===== src/hdl/mqsp_pkg.sv =====
// ----------------------------------------------------------------------------
// mqsp_pkg
// Shared constants and helpers for the motion queue speed planner.
// ----------------------------------------------------------------------------
package mqsp_pkg;

  localparam int QDEPTH = 16;
  localparam int PTR_W  = 4;

  localparam logic [1:0] ST_OK   = 2'd0;
  localparam logic [1:0] ST_FULL = 2'd1;
  localparam logic [1:0] ST_ZERO = 2'd2;

  localparam logic OP_PUSH = 1'b0;
  localparam logic OP_TICK = 1'b1;

  localparam logic [1:0] REG_ACCEL = 2'd0;
  localparam logic [1:0] REG_MINSP = 2'd1;
  localparam logic [1:0] REG_SCALE = 2'd2;
  localparam logic [1:0] REG_JEXP  = 2'd3;

  localparam logic [30:0] ONE_Q30 = 31'h4000_0000;

  function automatic logic [31:0] mag32(input logic [31:0] v);
    mag32 = v[31] ? (32'd0 - v) : v;
  endfunction

  function automatic logic [31:0] sat34(input logic [33:0] v);
    logic [31:0] r;
    if (!v[33] && (v[32:31] != 2'b00)) r = 32'h7FFF_FFFF;
    else if (v[33] && (v[32:31] != 2'b11)) r = 32'h8000_0000;
    else r = v[31:0];
    sat34 = r;
  endfunction

endpackage


===== src/hdl/mqsp_div.sv =====
// ----------------------------------------------------------------------------
// mqsp_div
// Restoring divider, 64-bit dividend by 32-bit divisor, one bit per cycle.
// ----------------------------------------------------------------------------
module mqsp_div (
  input  logic        clk,
  input  logic        rst_n,
  input  logic        start,
  input  logic [63:0] dividend,
  input  logic [31:0] divisor,
  output logic        done,
  output logic [63:0] quotient
);
  import mqsp_pkg::*;

  logic        busy_r;
  logic        done_r;
  logic [5:0]  cnt_r;
  logic [63:0] dvd_r;
  logic [31:0] rem_r;
  logic [31:0] dsr_r;
  logic [32:0] rem_sh;
  logic        ge;

  assign rem_sh = {rem_r, dvd_r[63]};
  assign ge     = rem_sh >= {1'b0, dsr_r};

  always_ff @(posedge clk) begin
    if (!rst_n) begin
      busy_r <= 1'b0;
      done_r <= 1'b0;
      cnt_r  <= '0;
    end else begin
      done_r <= 1'b0;
      if (start) begin
        busy_r <= 1'b1;
        cnt_r  <= '0;
        dvd_r  <= dividend;
        rem_r  <= '0;
        dsr_r  <= divisor;
      end else if (busy_r) begin
        rem_r <= ge ? 32'(rem_sh - {1'b0, dsr_r}) : rem_sh[31:0];
        dvd_r <= {dvd_r[62:0], ge};
        cnt_r <= cnt_r + 6'd1;
        if (cnt_r == 6'd63) begin
          busy_r <= 1'b0;
          done_r <= 1'b1;
        end
      end
    end
  end

  assign done     = done_r;
  assign quotient = dvd_r;

endmodule


===== config.mk =====
export PLATFORM = sky130hd
export DESIGN_NAME = mqsp_div
export DESIGN_NICKNAME = d
export VERILOG_FILES = /design/src/hdl/mqsp_pkg.sv /design/src/hdl/mqsp_div.sv
export SDC_FILE = /design/constraint.sdc
export NUM_CORES = 1
export LEC_CHECK = 0
export BUFFER_PORTS_ARGS = -buffer_cell sky130_fd_sc_hd__buf_2
export CORE_ASPECT_RATIO = 0.75
export CORE_MARGIN = 10
export CORE_UTILIZATION = 50
export CTS_BUF_LIST = sky130_fd_sc_hd__clkbuf_16
export DETAILED_ROUTE_END_ITERATION = 7
export MAX_ROUTING_LAYER = met4
export PLACE_DENSITY = 0.77
export SYNTH_ARGS = -nofsm -noshare
export SYNTH_HDL_FRONTEND = slang
export SYNTH_SLANG_ARGS = --single-unit
export TNS_END_PERCENT = 20

===== constraint.sdc =====
create_clock -name clk -period 3.35 [get_ports clk]
set_input_delay 0.1675 -clock clk [delete_from_list [all_inputs] [get_ports clk]]
set_output_delay 0.1675 -clock clk [all_outputs]
set_load 0.005 [all_outputs]

Word-level counts from Yosys, hierarchy flattened
Cells that the tools add are included.
{"block": "classes", "n_eq_ne": 1, "bitwise": 2, "muxes": 8, "add_sub_neg": 2, "reduce_logical": 5, "order_cmp": 1}
{"op": "$mux W64", "n": 2}
{"op": "$mux W32", "n": 2}
{"op": "$ge A33 B32 Y1", "n": 1}
{"op": "$sub A32 B32 Y32", "n": 1}
{"op": "$add A6 B1 Y6 const B", "n": 1}
{"op": "$eq A6 B6 Y1 const B", "n": 1}
{"op": "$mux W1", "n": 4}
{"op": "$reduce_and A2 Y1", "n": 2}
{"op": "$reduce_or A3 Y1", "n": 1}
{"op": "$not A1 Y1", "n": 2}
{"op": "$reduce_bool A2 Y1", "n": 1}
{"op": "$reduce_or A2 Y1", "n": 1}
{"block": "word_totals", "regBits": 136, "elab_cells": 25, "out_inout_bits": 65, "in_bits": 99}

Longest topological paths before layout
{"block": "logic_depth", "ltp_word": 4, "depth_mapped": 12, "ltp_nobuf": 11}

Least setup slack after synthesis
OpenSTA, ideal clock, no wires.
{"block": "synth_path", "kind": "input-to-reg", "start": "in start", "end": "reg dvd_r[0] (netlist: quotient[0]) (enable)", "n_path_buf": 2, "cell_stages": 3, "t_arrival_ns": 2.847, "path_slack_ns": 0.040, "t_required_ns": 2.887, "path_cell_list": "clkbuf_1 clkbuf_1 o21a_1"}
{"block": "synth_via", "elab_chain_cells": 2}
{"element": "from (decl)", "line": "mqsp_div.sv:8", "rtl": "input logic start,"}
{"element": "$reduce_bool A2 Y1 (no source line)"}
{"element": "$reduce_and A2 Y1 (no source line)"}
{"element": "to (signal assigned)", "line": "mqsp_div.sv:38", "rtl": "dvd_r <= dividend;"}
{"element": "to (signal assigned)", "line": "mqsp_div.sv:43", "rtl": "dvd_r <= {dvd_r[62:0], ge};"}
{"element": "to (decl)", "line": "mqsp_div.sv:19", "rtl": "logic [63:0] dvd_r;"}
Every way passes these cells.
A chain may end at the register's enable or synchronous reset.

Worst setup path after layout
{"block": "layout_path", "start": "reg rem_r[2]", "end": "reg rem_r[5], data pin"}
{"block": "layout_via", "elab_chain_cells": 3, "word_cells_on_any_way": 4}
{"element": "from (decl)", "line": "mqsp_div.sv:20", "rtl": "logic [31:0] rem_r;"}
{"element": "from (signal assigned)", "line": "mqsp_div.sv:42", "rtl": "rem_r <= ge ? 32'(rem_sh - {1'b0, dsr_r}) : rem_sh[31:0];"}
{"element": "$sub A32 B32 Y32 / $ge A33 B32 Y1 (equally long branches)", "line": "mqsp_div.sv:42, mqsp_div.sv:26"}
{"element": "$mux W32 (*)", "line": "mqsp_div.sv:42"}
{"element": "$mux W32 (*)", "line": "mqsp_div.sv:41", "rtl": "end else if (busy_r) begin"}
Mark *: on every way between the ends. The rest lies on a longest branch, timed or not. The select of a mux whose other input is x is not followed.

==> reports/results.ini <==
[run_status]
status = finished, final reports clean

[worst_setup_path]
arrival_ps = 3300
required_ps = 3510
path_class = register to register
end_kind = register
worstSetupStartpointType = register
worst-path-max-fanout = 17

[place]
hpwl_um = 14100
portBuffers = 163
place_worst_setup_slack_ps = 280
placed_area_mm2 = 0.00858
placed_cells = 971
place_congestion = 0.939

[drt]
drtAntennaViolNets = 0
drtIter0Drc = 335
wirelength_um = 19500
routedWlPerCell_um = 18.8
dr.pass1.iters = 5
drcViolationCount = 0
vias = 5723
viasPerCell = 5.52

[synth]
synth_cell_types = 58
synth.top_cell.area_share_pct = 50.9
syn_inst = 632
syn_area_mm2 = 0.00755
ys.warnings.count = 0
async_flop_share_pct = 0
synth.most_common_cell = edfxtp_1
synth_edf_count = 128
ys.flop_type = edfxtp_1
synthesis.nets = 765
synth_commonest_cells = edfxtp_1 (128), mux2_2 (64), nor2_1 (57), inv_1 (44), ha_1 (33)
yosys_register_bits = 136
ys_seq_area_share_pct = 53.0
syn_avg_cell_area_um2 = 11.9
yosys.area.top_type = edfxtp_1
synthTopCellsByArea = edfxtp_1 (51%), mux2_2 (9.5%), ha_1 (5.5%)

[power_and_ir_drop]
power.leakage_nw = 3.96
power.total_mw = 5.38
max-vdd-ir-drop_v = 0.000432
power_density_mw_per_mm2 = 565

[sta]
clock_skew_ps = 11.3
finalMaxSlewViolations = 0
holdWs_ps = 34.9
setup_slack_ps = 215
grt_setup_unrepaired = false
fin_crit_sh_pct = 93.6
setup_tns_ps = 0
setup_viol = 0
fin_crit_ps = 3140
hold_viol = 0
fmax_ghz = 0.319
max_slew.worst_pin.slew_ps = 590
maxSlewHeadroom_pct = 60.3

[floorplan]
start_util_pct = 51.6
io_pins = 164
die_h_um = 126
die-area_mm2 = 0.0205
coreArea_mm2 = 0.0146
rows = 38
die_w_um = 162

[global_route]
grt.total_usage_pct = 19.7
grt_pass1_wl_um = 31400
antenna_found_initial = 1
first_global_vias = 5943
grt_max_degree = 83
grt_overflow_total = 0

[cts]
cts_buffer_depth = 2
cts_tree = built
cts_setup_buffers = 0
htreeDepth = 4
clk_pin_slew_ps = 70
clock-sinks = 136
cts_root_buf = clkbuf_16
cts_buffers = 17
clk_latency_ps = 430

[finish]
fin_util_pct = 64.9
area_growth_pct = 25.9
nets = 955
drive_gt1_share_pct = 33.9
instances_no_fill = 1036
fill_cells = 1166
finish.instance_area_mm2 = 0.00951

[worst_hold_path]
hp-class = primary input to register

[job]
cap_viol_max_count = 0

==> worst max-delay path, cell delays in order, from the launching register on <==
cell	delay [ps]
edfxtp_1	430
ha_1	380
nand2_1	110
a211oi_2	220
o31a_4	240
a41oi_2	160
a21o_1	280
a21oi_4	490
buf_12	240
mux2i_1	220
nor2_1	60
==> worst paths after layout <==
path | endpoint | depth (start not counted) | start | slack, ps
setup reg to reg | rem_r[5] | 10 | rem_r[2] | 210
hold reg to reg | done | 2 | cnt_r[5] | 500
hold / removal | quotient[46] | 2 | dividend[46] | 30
setup / recovery | rem_r[5] | 10 | rem_r[2] | 210
==> per-layer routing <==
| layer | GRT usage (%) | share of wire [%] |
|---|---|---|
| met1 | 24.2 | 44 |
| met2 | 29.8 | 46 |
| met3 | 7.98 | 8.6 |
| met4 | 4.48 | 1.2 |
| met5 | - | 0 |
==> power by group <==
part	switching (mW)	internal, mW
registers	0.0694	2.04
logic	0.732	0.596
clock network	0.811	1.13
==> area by class of cell <==
type | count | area [um2] | area share, %
Tap cell | 200 | 250 | 2.63
Clock buffer | 17 | 425 | 4.47
Clock inverter | 15 | 184 | 1.93
Inverter | 44 | 165 | 1.74
Multi-Input combinational cell | 422 | 3240 | 34.1
Sequential cell | 136 | 4000 | 42.1
Antenna cell | 1 | 2.50 | 0.0263
Timing Repair Buffer | 201 | 1230 | 13.0
==> layout by cell type (no fill, tap or decap), types with 8 or more instances in the layout <==
master,Yosys,final
xor2_1,10,10
mux2_2,64,64
a21o_1,17,17
buf_2,7,162
a21oi_1,31,31
ha_1,33,33
a211oi_2,8,8
dlygate4sd3_1,0,32
mux2i_1,18,18
o21a_1,9,8
nand2_1,29,29
xnor2_1,19,19
nor2_1,57,57
nand4_1,12,12
o21ai_0,13,13
nor3_1,10,10
clkbuf_16,0,17
dfxtp_1,8,8
nand2b_1,11,11
nand3_1,9,9
inv_1,44,44
edfxtp_1,128,128
==> kinds of logic (layout without fill, tap and decap cells) <==
family	Yosys count	in the layout	share of synthesized area [%]
AO/OA/AOI/OAI	129	129	12.5
other	0	1	0
buffers and inverters	74	277	4.11
AND/OR/NAND/NOR	148	148	9.30
multiplexers	82	82	11.9
XOR/XNOR	29	29	3.36
flip-flops	136	136	53.0
adder cells (fa/ha/maj)	34	34	5.73
==> registers in the layout, summed over array words and instances, names as in the netlist <==
| register | count |
|---|---|
| quotient | 64 |
| dsr_r | 32 |
| rem_r | 32 |
| cnt_r | 6 |
| busy_r | 1 |
| done | 1 |
==> repair_timing <==
action / CTS / global route
hold endpoints to repair: 32 / 0
resized for setup: 0 / 0
hold buffers: 32 / 0
No activity file was read; power rests on OpenSTA's default activity.
