<file path="src/hdl/mqsp_pkg.sv">
// ----------------------------------------------------------------------------
// mqsp_pkg
// Shared constants and helpers for the motion queue speed planner.
// ----------------------------------------------------------------------------
package mqsp_pkg;

  localparam int QDEPTH = 16;
  localparam int PTR_W  = 4;

  localparam logic [1:0] ST_OK   = 2'd0;
  localparam logic [1:0] ST_FULL = 2'd1;
  localparam logic [1:0] ST_ZERO = 2'd2;

  localparam logic OP_PUSH = 1'b0;
  localparam logic OP_TICK = 1'b1;

  localparam logic [1:0] REG_ACCEL = 2'd0;
  localparam logic [1:0] REG_MINSP = 2'd1;
  localparam logic [1:0] REG_SCALE = 2'd2;
  localparam logic [1:0] REG_JEXP  = 2'd3;

  localparam logic [30:0] ONE_Q30 = 31'h4000_0000;

  function automatic logic [31:0] mag32(input logic [31:0] v);
    mag32 = v[31] ? (32'd0 - v) : v;
  endfunction

  function automatic logic [31:0] sat34(input logic [33:0] v);
    logic [31:0] r;
    if (!v[33] && (v[32:31] != 2'b00)) r = 32'h7FFF_FFFF;
    else if (v[33] && (v[32:31] != 2'b11)) r = 32'h8000_0000;
    else r = v[31:0];
    sat34 = r;
  endfunction

endpackage

</file>
<file path="src/hdl/mqsp_sqrt.sv">
// ----------------------------------------------------------------------------
// mqsp_sqrt
// Integer square root of a 64-bit value, one result bit per cycle.
// ----------------------------------------------------------------------------
module mqsp_sqrt (
  input  logic        clk,
  input  logic        rst_n,
  input  logic        start,
  input  logic [63:0] radicand,
  output logic        done,
  output logic [31:0] root
);
  import mqsp_pkg::*;

  logic        busy_r;
  logic        done_r;
  logic [4:0]  cnt_r;
  logic [63:0] v_r;
  logic [63:0] r_r;
  logic [63:0] bit_r;
  logic [63:0] trial;
  logic        ge;

  assign trial = r_r + bit_r;
  assign ge    = v_r >= trial;

  always_ff @(posedge clk) begin
    if (!rst_n) begin
      busy_r <= 1'b0;
      done_r <= 1'b0;
      cnt_r  <= '0;
    end else begin
      done_r <= 1'b0;
      if (start) begin
        busy_r <= 1'b1;
        cnt_r  <= '0;
        v_r    <= radicand;
        r_r    <= '0;
        bit_r  <= 64'h4000_0000_0000_0000;
      end else if (busy_r) begin
        if (ge) begin
          v_r <= v_r - trial;
          r_r <= (r_r >> 1) + bit_r;
        end else begin
          r_r <= r_r >> 1;
        end
        bit_r <= bit_r >> 2;
        cnt_r <= cnt_r + 5'd1;
        if (cnt_r == 5'd31) begin
          busy_r <= 1'b0;
          done_r <= 1'b1;
        end
      end
    end
  end

  assign done = done_r;
  assign root = r_r[31:0];

endmodule

</file>
<file path="config.mk">
export PLATFORM = sky130hd
export DESIGN_NAME = mqsp_sqrt
export DESIGN_NICKNAME = d
export VERILOG_FILES = /design/src/hdl/mqsp_pkg.sv /design/src/hdl/mqsp_sqrt.sv
export SDC_FILE = /design/constraint.sdc
export NUM_CORES = 1
export LEC_CHECK = 0
export ABC_CLOCK_PERIOD_IN_PS = 7850
export BUFFER_PORTS_ARGS = -buffer_cell sky130_fd_sc_hd__buf_2
export CORE_ASPECT_RATIO = 1.5
export CORE_MARGIN = 1.5
export CORE_UTILIZATION = 50
export CTS_BUF_LIST = sky130_fd_sc_hd__clkbuf_16
export DETAILED_ROUTE_END_ITERATION = 16
export GPL_TIMING_DRIVEN = 0
export PLACE_DENSITY = 0.7
export SYNTH_ARGS = -nofsm -noshare
export SYNTH_HDL_FRONTEND = slang
export SYNTH_SLANG_ARGS = --single-unit
</file>
<file path="constraint.sdc">
create_clock -name clk -period 7.85 [get_ports clk]
set_input_delay 0.3925 -clock clk [delete_from_list [all_inputs] [get_ports clk]]
set_output_delay 0.3925 -clock clk [all_outputs]
set_load 0.03 [all_outputs]
</file>
After elaboration in Yosys (flattened, before gate mapping):

Index checks and enable logic that the tools add are counted.

* register bits after elaboration: 167
* word-level logic and storage cells: 30
* output and inout bits: 33

* $lt $le $gt $ge: 1
* reductions and logical operators: 6
* add/subtract/negate cells: 4
* eq/ne operators: 1
* bitwise gates (word level): 2
* muxes and demuxes: 10

Operator list (count)
* $mux W64: 5
* $add A63 B63 Y64: 1
* $add A64 B63 Y64: 1
* $ge A64 B64 Y1: 1
* $sub A64 B64 Y64: 1
* $mux W63: 1
* $add A5 B1 Y5 const B: 1
* $eq A5 B5 Y1 const B: 1
* $mux W1: 4
* $reduce_bool A2 Y1: 2
* $reduce_and A3 Y1: 1
* $reduce_or A3 Y1: 1
* $not A1 Y1: 2
* $reduce_and A2 Y1: 1
* $reduce_or A2 Y1: 1

Longest topological paths before layout:

Gate-level depths: netlist of run 1.

* depth in word-level cells: 5
* gate-level depth with buffers: 26
* mapped depth without buffers: 25

Worst setup path after synthesis of run 1:

Ideal clock, no wire load.

* path type: register to register
* start: register r_r[2]
* end: register v_r[0] (enable)
* arrival time: 7982 ps
* setup slack: -639 ps
* data required time: 7343 ps
* cell stages (with the launch flop): 23
* period minus slack after synthesis: 8489 ps
* cell sequence: edfxtp_1 ha_1 a31o_2 a31oi_1 o21ai_2 a31oi_1 o41a_1 o21bai_2 a21oi_2 o211ai_2 a31oi_1 o311ai_2 xnor2_1 ha_1 clkbuf_1 nand4_1 nor2_1 nand3_1 or4_1 o31a_1 buf_4 buf_4 a21oi_1

* longest elaborated chain between the ends: 4

RTL lines
* start, declared: line mqsp_sqrt.sv:19 `logic [63:0] r_r;`
* start signal, assigned: line mqsp_sqrt.sv:43 `r_r <= (r_r >> 1) + bit_r;`
* start signal, assigned: line mqsp_sqrt.sv:45 `r_r <= r_r >> 1;`
* $add A64 B63 Y64: line mqsp_sqrt.sv:24 `assign trial = r_r + bit_r;`
* $ge A64 B64 Y1: line mqsp_sqrt.sv:25 `assign ge = v_r >= trial;`
* $reduce_bool A2 Y1 (no source line)
* $reduce_and A3 Y1 (no source line)
* end signal, assigned: line mqsp_sqrt.sv:37 `v_r <= radicand;`
* end signal, assigned: line mqsp_sqrt.sv:42 `v_r <= v_r - trial;`
* end, declared: line mqsp_sqrt.sv:18 `logic [63:0] v_r;`

No other way between the ends.
A chain may end at the register's enable or synchronous reset.

Final worst setup path of run 1:

* start: register r_r[2]
* end: register v_r[32] (enable)

The elaborated chain is that of the path after synthesis.

==> out/qor.yml, run 1 <==
critical_path:
  cp_common_cell: "a31oi_1"
  critPathRequiredTime_ns: 8.01
  rrSetupSlack_ns: 0.22
  worstSetupPathType: "reg2reg"
  slowest_stage: "a31oi_1"
  critPathMaxFanout: 28
  timing.rr.start: "r_r[2]"
  r2r_cells: 23
  reg2reg_to: "v_r[32]"
  cp.arrival_ns: 7.79
  slowest_delay_ns: 0.59
  startpoint_type: "flop"
  worstPathCellList: "ha_1 > a31o_2 > a31oi_1 > o21ai_2 > a31oi_1 > o41a_1 > o21bai_2 > a21oi_2 > o211ai_2 > a31oi_1 > o311ai_2 > xnor2_1 > ha_1 > clkbuf_1 > nand4_1 > nor2_1 > nand3_1 > or4_1 > o31a_1 > buf_4 > buf_4 > a21oi_4 > buf_12"
  critPathCaptureType: "flop"
yosys:
  async_reset_ff_share_pct: 0
  synth_cell_type_count: 75
  avgSynthCellArea_um2: 8.641
  syn_inst: 1754
  syn-num-nets: 1954
  synth_seq_cells: 167
  synth_area_um2: 15160
  synth_seq_area_share_pct: 32.62
  ys_warn_count: 0
  synth-edff-count: 160
  synth_top_flop_cell: "edfxtp_1"
  synth_top_cells_by_area: "edfxtp_1 (32%), ha_1 (11%), nand2_1 (5.6%)"
  synth_top_area_share_pct: 31.70
  yosysTopAreaCell: "edfxtp_1"
finish:
  diodes: 0
  design_area_um2: 16830
  fill_cells: 2816
  multi_input_comb_area_um2: 9593
  stdcell_count: 2283
  nets: 2075
  syn_to_final_growth_pct: 11.02
  drive_above_1_share_pct: 12.34
  seq_area_um2: 4945
clock_tree:
  cts_tree: "done"
  clk_latency_ns: 0.48
  root_buffer: "clkbuf_16"
  postCtsSetupBuffers: 0
  ctsHtreeMaxLevel: 4
  numCtsBuffers: 17
  clk_pin_slew_ns: 0.07
  clock-sinks: 167
  clockBufferDepth: 2
route:
  wirelength_mm: 46.53
  drt_iter0_markers: 860
  drtPass1Iterations: 5
  antenna_left: 0
  avgViaCountPerCell: 6.068
  via_count: 13850
  route.detailed.drc: 0
  wire_per_inst_um: 20.38
sta:
  tightestPinTransition_ns: 1.016
  slew_viol_final: 0
  setup_ws_ns: 0.2209
  min_period_over_period_pct: 97.19
  hold_slack_ns: 0.1929
  relSlewSlack_pct: 32.29
  rsz0062_at_grt: "no"
  setup_violations: 0
  min_period_ns: 7.629
  fmax_mhz: 131.1
  final_hold_viol_count: 0
  skew_ns: 0.01077
die:
  core_area_um2: 29670
  ios: 100
  die_w_um: 145.2
  start_util_pct: 51.08
  design.die.area_um2: 31390
  fp-row-count: 77
  die_h_um: 216.2
pwr:
  p_comb_share_pct: 48.7
  p_sw_share_pct: 42.19
  p_int_mw: 2.393
  p_seq_share_pct: 29.9
  power.density_nw_per_um2: 246.0
  ir_drop_mv: 0.1675
  p_leak_nw: 6.572
  p_total_mw: 4.140
  switchingPower_mw: 1.746
  p_clk_share_pct: 21.4
placed_design:
  port_buffers: 99
  dp_hpwl_mm: 36.45
  dp.cells: 2251
  place_area_um2: 16230
  place_ws_ns: 0.01834
  place_congestion: 0.9354
global_route:
  antenna_found_initial: 0
  grt_pass1_wl_mm: 73.25
  grt_pass1_vias: 13750
  grt.total_usage_pct: 29.94
  grt_max_degree: 71
  grt_overflow: 0
run:
  maxCapViolations: 0
min_path:
  hold_path.class: "in2reg"
  min-delay-start: "radicand[21]"
  hold_end: "v_r[21]"
  min_path_cells: 3
outcome:
  status: "completed"
cell families (layout without fill, tap and decap cells):
kind of cell | after synthesis | in the layout | synth area share [%]
AOI/OAI and AO/OA | 580 | 580 | 24.53
xor gates and xnor gates | 170 | 170 | 9.823
muxes | 6 | 6 | 0.4292
adders and majority gates | 133 | 133 | 11.03
buffers and inverters | 133 | 267 | 4.226
and+or+nand+nor | 565 | 565 | 17.34
DFF | 167 | 167 | 32.62
registers in the layout, indices dropped and copies added, names as in the netlist:
| signal | flops |
|---|---|
| v_r | 64 |
| busy_r | 1 |
| done | 1 |
| cnt_r | 5 |
| r_r | 64 |
| bit_r | 32 |
layout make-up:
class	instances	share of cell area, %
inverters	39	0.8848
repair buffers	102	3.346
multi-input cells	1454	57.01
plain buffers	94	2.937
clock buffers	17	2.528
clock inverters	15	0.9740
well taps	395	2.937
flip-flops and latches	167	29.39
layout by cell type (no fill, tap or decap), drive strengths merged, types with 4 or more instances in the layout:
cell    synthesis  layout
a21o           49      49
nand4          38      38
a21oi         122     122
or3            22      22
and3           19      19
a31oi          66      66
ha            132     132
buf            46     148
o21a           13      13
nor2          129     129
xor2           92      92
nand2         228     228
nand2b          9       9
or4             4       4
o31ai          10      10
a31o           15      15
o21ai         174     174
dfxtp           7       7
clkinv          1      11
a21boi          8       8
clkbuf         48      65
and2            8       8
inv            38      40
nor4            5       5
mux2            4       4
xnor2          78      78
nor3           15      15
or2             4       4
nand3          31      31
o21bai         39      39
nor2b          44      44
and4            4       4
edfxtp        160     160
o21ba           5       5
a211oi         41      41
o211ai          9       9
what timing repair did:
action,in CTS,in global routing
endpoints found under the setup margin,51,51
hold buffers,0,0
resized for setup,1,2
stage by stage:
stage | util (%) | setup TNS [ns]
after detailed placement | 54.69 | 0
after CTS | 56.69 | 0
after floorplan | - | 0
after global routing | 56.71 | 0
final | 56.71 | 0
after global placement | 54.43 | -113.64
power by group through the flow:
stage,Combinational [mW],Sequential (mW),Clock [mW]
after floorplan,1.48,1.22,0
after detailed placement,1.98,1.26,0
final,2.02,1.24,0.885
after CTS,2.00,1.24,0.892
after global routing,2.22,1.25,0.918
after global placement,1.95,1.26,0
cells in the mapped netlist (15+ instances only):
master	number
and3_1	19
clkbuf_1	48
o21ai_0	166
edfxtp_1	160
a31o_2	15
or3_1	22
o21bai_1	37
nand3_1	31
nand4_1	36
nor3_1	15
a21o_1	49
buf_4	34
ha_1	132
a211oi_1	36
inv_1	38
xnor2_1	78
a31oi_1	66
nor2_1	128
a21oi_1	120
nand2_1	228
xor2_1	92
nor2b_1	44
how the worst max path moves through the flow:
stage               slack (ns)  startpoint       to
floorplan                 0.81      r_r[2]   v_r[0]
global placement         -1.79      r_r[2]  v_r[25]
detailed placement        0.02      r_r[2]  v_r[25]
CTS                       0.21      r_r[2]  v_r[32]
global route            0.0003      r_r[2]  v_r[32]
finish                    0.22      r_r[2]  v_r[32]
routing by layer:
metal | share of wire, % | track usage (%) | up-vias
met2 | 52 | 55.82 | 415
met4 | 6.0 | 18.57 | 0
met3 | 3.7 | 3.326 | 118
met1 | 38 | 32.19 | 6589
met5 | 0 | 0 | -
li1 | - | - | 6732
critical path, delay by kind of cell, from the launching register on:
family	cells	cell delay [ns]
fa+ha+maj	2	0.66
buf+inv	4	0.98
flops	1	0.48
compound gates	12	3.90
simple gates	4	1.10
xor+xnor	1	0.16
(Power assumes the default switching activity.)
==> run 2, diff against run 1 <==
--- a/config.mk
+++ b/config.mk
@@ -14,6 +14,8 @@
 export DETAILED_ROUTE_END_ITERATION = 16
 export GPL_TIMING_DRIVEN = 0
 export PLACE_DENSITY = 0.7
+export RECOVER_POWER = 50
+export SETUP_SLACK_MARGIN = 0.15
 export SYNTH_ARGS = -nofsm -noshare
 export SYNTH_HDL_FRONTEND = slang
 export SYNTH_SLANG_ARGS = --single-unit
==> run 2 against run 1 <==
Compared with the run above: the flow now finishes with violations (capacitance limit, slew limit); non-clock buffer count rose by 10; via count rose by 0.53%; utilization grew 0.12 points; register-to-register slack gained 0.23 ns; hold slack better by 0.0071 ns; worst setup slack gained 0.23 ns; critical path depth increased by 1; fmax is 3.1% higher; power about the same; wire length about the same; critical path type unchanged; critical endpoint unchanged; largest cell class unchanged.
==> out/qor.yml, run 2 (synthesis gave the netlist of run 1 again) <==
finish:
  design_area_um2: 16860  # was 16830 um2
  drive_above_1_share_pct: 11.96  # was 12.34%
  nets: 2085  # was 2075
  syn_to_final_growth_pct: 11.25  # was 11.02%
  final_util_pct: 56.83  # was 56.71%
  diodes: 0  # unchanged
  final_cell_mix: "nand2_1 (228), o21ai_0 (165), edfxtp_1 (160)"  # unchanged
  final_common_cell: "nand2_1"  # unchanged
  fill_cells: 2825  # was 2816
  top_regs: "r_r: 64 flops, v_r: 64 flops, bit_r: 32 flops"  # unchanged
clock_tree:
  cts.hold.buffers_added: 0  # unchanged
  root_buffer: "clkbuf_16"  # unchanged
  clk_pin_slew_ns: 0.07  # about the same
  clockBufferDepth: 2  # unchanged
  clock-sinks: 167  # unchanged
  cts_tree: "done"  # unchanged
  clk_latency_ns: 0.47  # was 0.48 ns
  numCtsBuffers: 17  # unchanged
  ctsHtreeMaxLevel: 4  # unchanged
route:
  drtPass1Iterations: 5  # unchanged
  avgViaCountPerCell: 6.074  # was 6.068
  via_count: 13930  # was 13.85k
  antenna_left: 0  # unchanged
  route.detailed.drc: 0  # unchanged
  wirelength_mm: 46.52  # was 46.53 mm
  wire_per_inst_um: 20.29  # was 20.38 um
  drt_iter0_markers: 787  # was 860
sta:
  fin_tns_setup_ns: 0  # unchanged
  final_hold_viol_count: 0  # unchanged
  fmax_mhz: 135.2  # was 131.1 MHz
  setup_violations: 0  # unchanged
  relSlewSlack_pct: -159.9  # was 32.29%
  slew_viol_final: 71  # was 0
  skew_ns: 0.008616  # was 0.01077 ns
  tightestPinTransition_ns: 3.899  # was 1.016 ns
  min_period_over_period_pct: 94.23  # was 97.19%
  rsz0062_at_grt: "no"  # unchanged
  min_period_ns: 7.397  # was 7.629 ns
pwr:
  power.density_nw_per_um2: 245.7  # was 246.0 nW/um2
  p_total_mw: 4.143  # was 4.140 mW
  p_leak_nw: 6.561  # was 6.572 nW
  ir_drop_mv: 0.1634  # was 0.1675 mV
outcome:
  status: "finished, violations left"  # was completed
  violations: "capacitance limit, slew limit"
placed_design:
  port_buffers: 99  # unchanged
  place_area_um2: 16230  # unchanged
  place_congestion: 0.9354  # unchanged
  dp_hpwl_mm: 36.45  # unchanged
die:
  core_area_um2: 29670  # unchanged
  die_w_um: 145.2  # unchanged
  design.die.area_um2: 31390  # unchanged
  fp-row-count: 77  # unchanged
  ios: 100  # unchanged
  die_h_um: 216.2  # unchanged
  start_util_pct: 51.08  # unchanged
global_route:
  grt_pass1_wl_mm: 73.25  # unchanged
  met3_usage_pct: 3.326  # unchanged
  grt_overflow: 0  # unchanged
  use_met1_pct: 32.19  # unchanged
  grt.total_usage_pct: 29.94  # unchanged
  use_met2_pct: 55.82  # unchanged
  top_usage_layer: "met2"  # unchanged
  grt_max_degree: 71  # unchanged
  grt_pass1_vias: 13750  # unchanged
  antenna_found_initial: 0  # unchanged
critical_path:
  startpoint_type: "flop"  # unchanged
  critPathCaptureType: "flop"  # unchanged
  slowest_delay_ns: 0.59  # about the same
  worstSetupPathType: "reg2reg"  # unchanged
  cp.arrival_ns: 7.60  # was 7.79 ns
  worstPathCellList: "ha_1 > a31o_2 > a31oi_1 > o21ai_2 > a31oi_1 > o41a_1 > o21bai_2 > a21oi_2 > o211ai_2 > a31oi_1 > xor2_1 > ha_1 > and3_1 > a221o_1 > a21oi_1 > o21a_1 > a21oi_1 > a211oi_2 > o31a_1 > buf_4 > buf_4 > a21oi_4 > buf_12 > buf_12"  # was ha_1 > a31o_2 > a31oi_1 > o21ai_2 > a31oi_1 > o41a_1 > o21bai_2 > a21oi_2 > o211ai_2 > a31oi_1 > o311ai_2 > xnor2_1 > ha_1 > clkbuf_1 > nand4_1 > nor2_1 > nand3_1 > or4_1 > o31a_1 > buf_4 > buf_4 > a21oi_4 > buf_12
  r2r_cells: 24  # was 23
  slowest_stage: "a31oi_1"  # unchanged
  cp_common_cell: "a31oi_1"  # unchanged
  critPathRequiredTime_ns: 8.05  # was 8.01 ns
  critPathMaxFanout: 28  # unchanged
run:
  maxCapViolations: 1  # was 0
min_path:
  hold_path.class: "in2reg"  # unchanged
  min_path_cells: 3  # unchanged
run 2: changes by cell type in the layout (fill, tap and decap cells not counted), sizes merged:
cell,delta
buf,-25
clkbuf,+35
clkinvlp,+1
inv,-1
run 2: final timing paths:
path	startpoint	to	slack (ns)
hold / removal	radicand[21]	v_r[21]	0.20
hold reg to reg	cnt_r[4]	cnt_r[4]	0.51
setup reg to reg	r_r[2]	v_r[32]	0.45
setup / recovery	r_r[2]	v_r[32]	0.45
run 2: layout make-up:
cell class,instances,area [um2],area share (%)
buffer,94,486.7,2.886
clock buffer,17,425.4,2.523
clock inverter,15,163.9,0.9720
inverter,39,147.6,0.8756
multi-input combinational,1454,9588,56.86
sequential,167,4945,29.32
tap,395,494.2,2.931
timing repair buffer,112,611.8,3.628
run 2: metal layers:
metal	vias to the layer above	part of all wire [%]
li1	6752	-
met1	6616	38
met2	438	53
met3	121	3.7
met4	0	5.9
met5	-	0
run 2: power breakdown:
part | internal [mW] | total [mW] | switching (mW)
registers | 1.14 | 1.24 | 0.103
logic | 0.766 | 2.02 | 1.25
clock network | 0.496 | 0.884 | 0.388
total | 2.40 | 4.14 | 1.74
run 2: critical path: cells and delay by family, from the launching register on:
| kind | cells | cell delay [ns] |
|---|---|---|
| xor gates and xnor gates | 1 | 0.17 |
| AOI/OAI and AO/OA | 16 | 4.54 |
| and+or+nand+nor | 1 | 0.26 |
| DFF | 1 | 0.49 |
| adders and majority gates | 2 | 0.77 |
| buffers and inverters | 4 | 0.85 |
run 2: metrics by stage:
stage	instances	worst slack, ns	hold slack [ns]
2_1_floorplan	1754	0.8070	0.4672
3_3_place_gp	2248	-1.787	0.4827
3_5_place_dp	2251	0.01834	0.5078
4_1_cts	2283	0.2119	0.1900
5_1_grt	2293	0.1848	0.2104
6_report	2293	0.4530	0.2000
run 2: timing repair:
item | 4_1_cts | 5_1_grt
pin swaps | 0 | 1
setup buffers | 0 | 10
resized for setup | 1 | 2
endpoints found under the setup margin | 51 | 74
hold endpoints to repair | 0 | 0
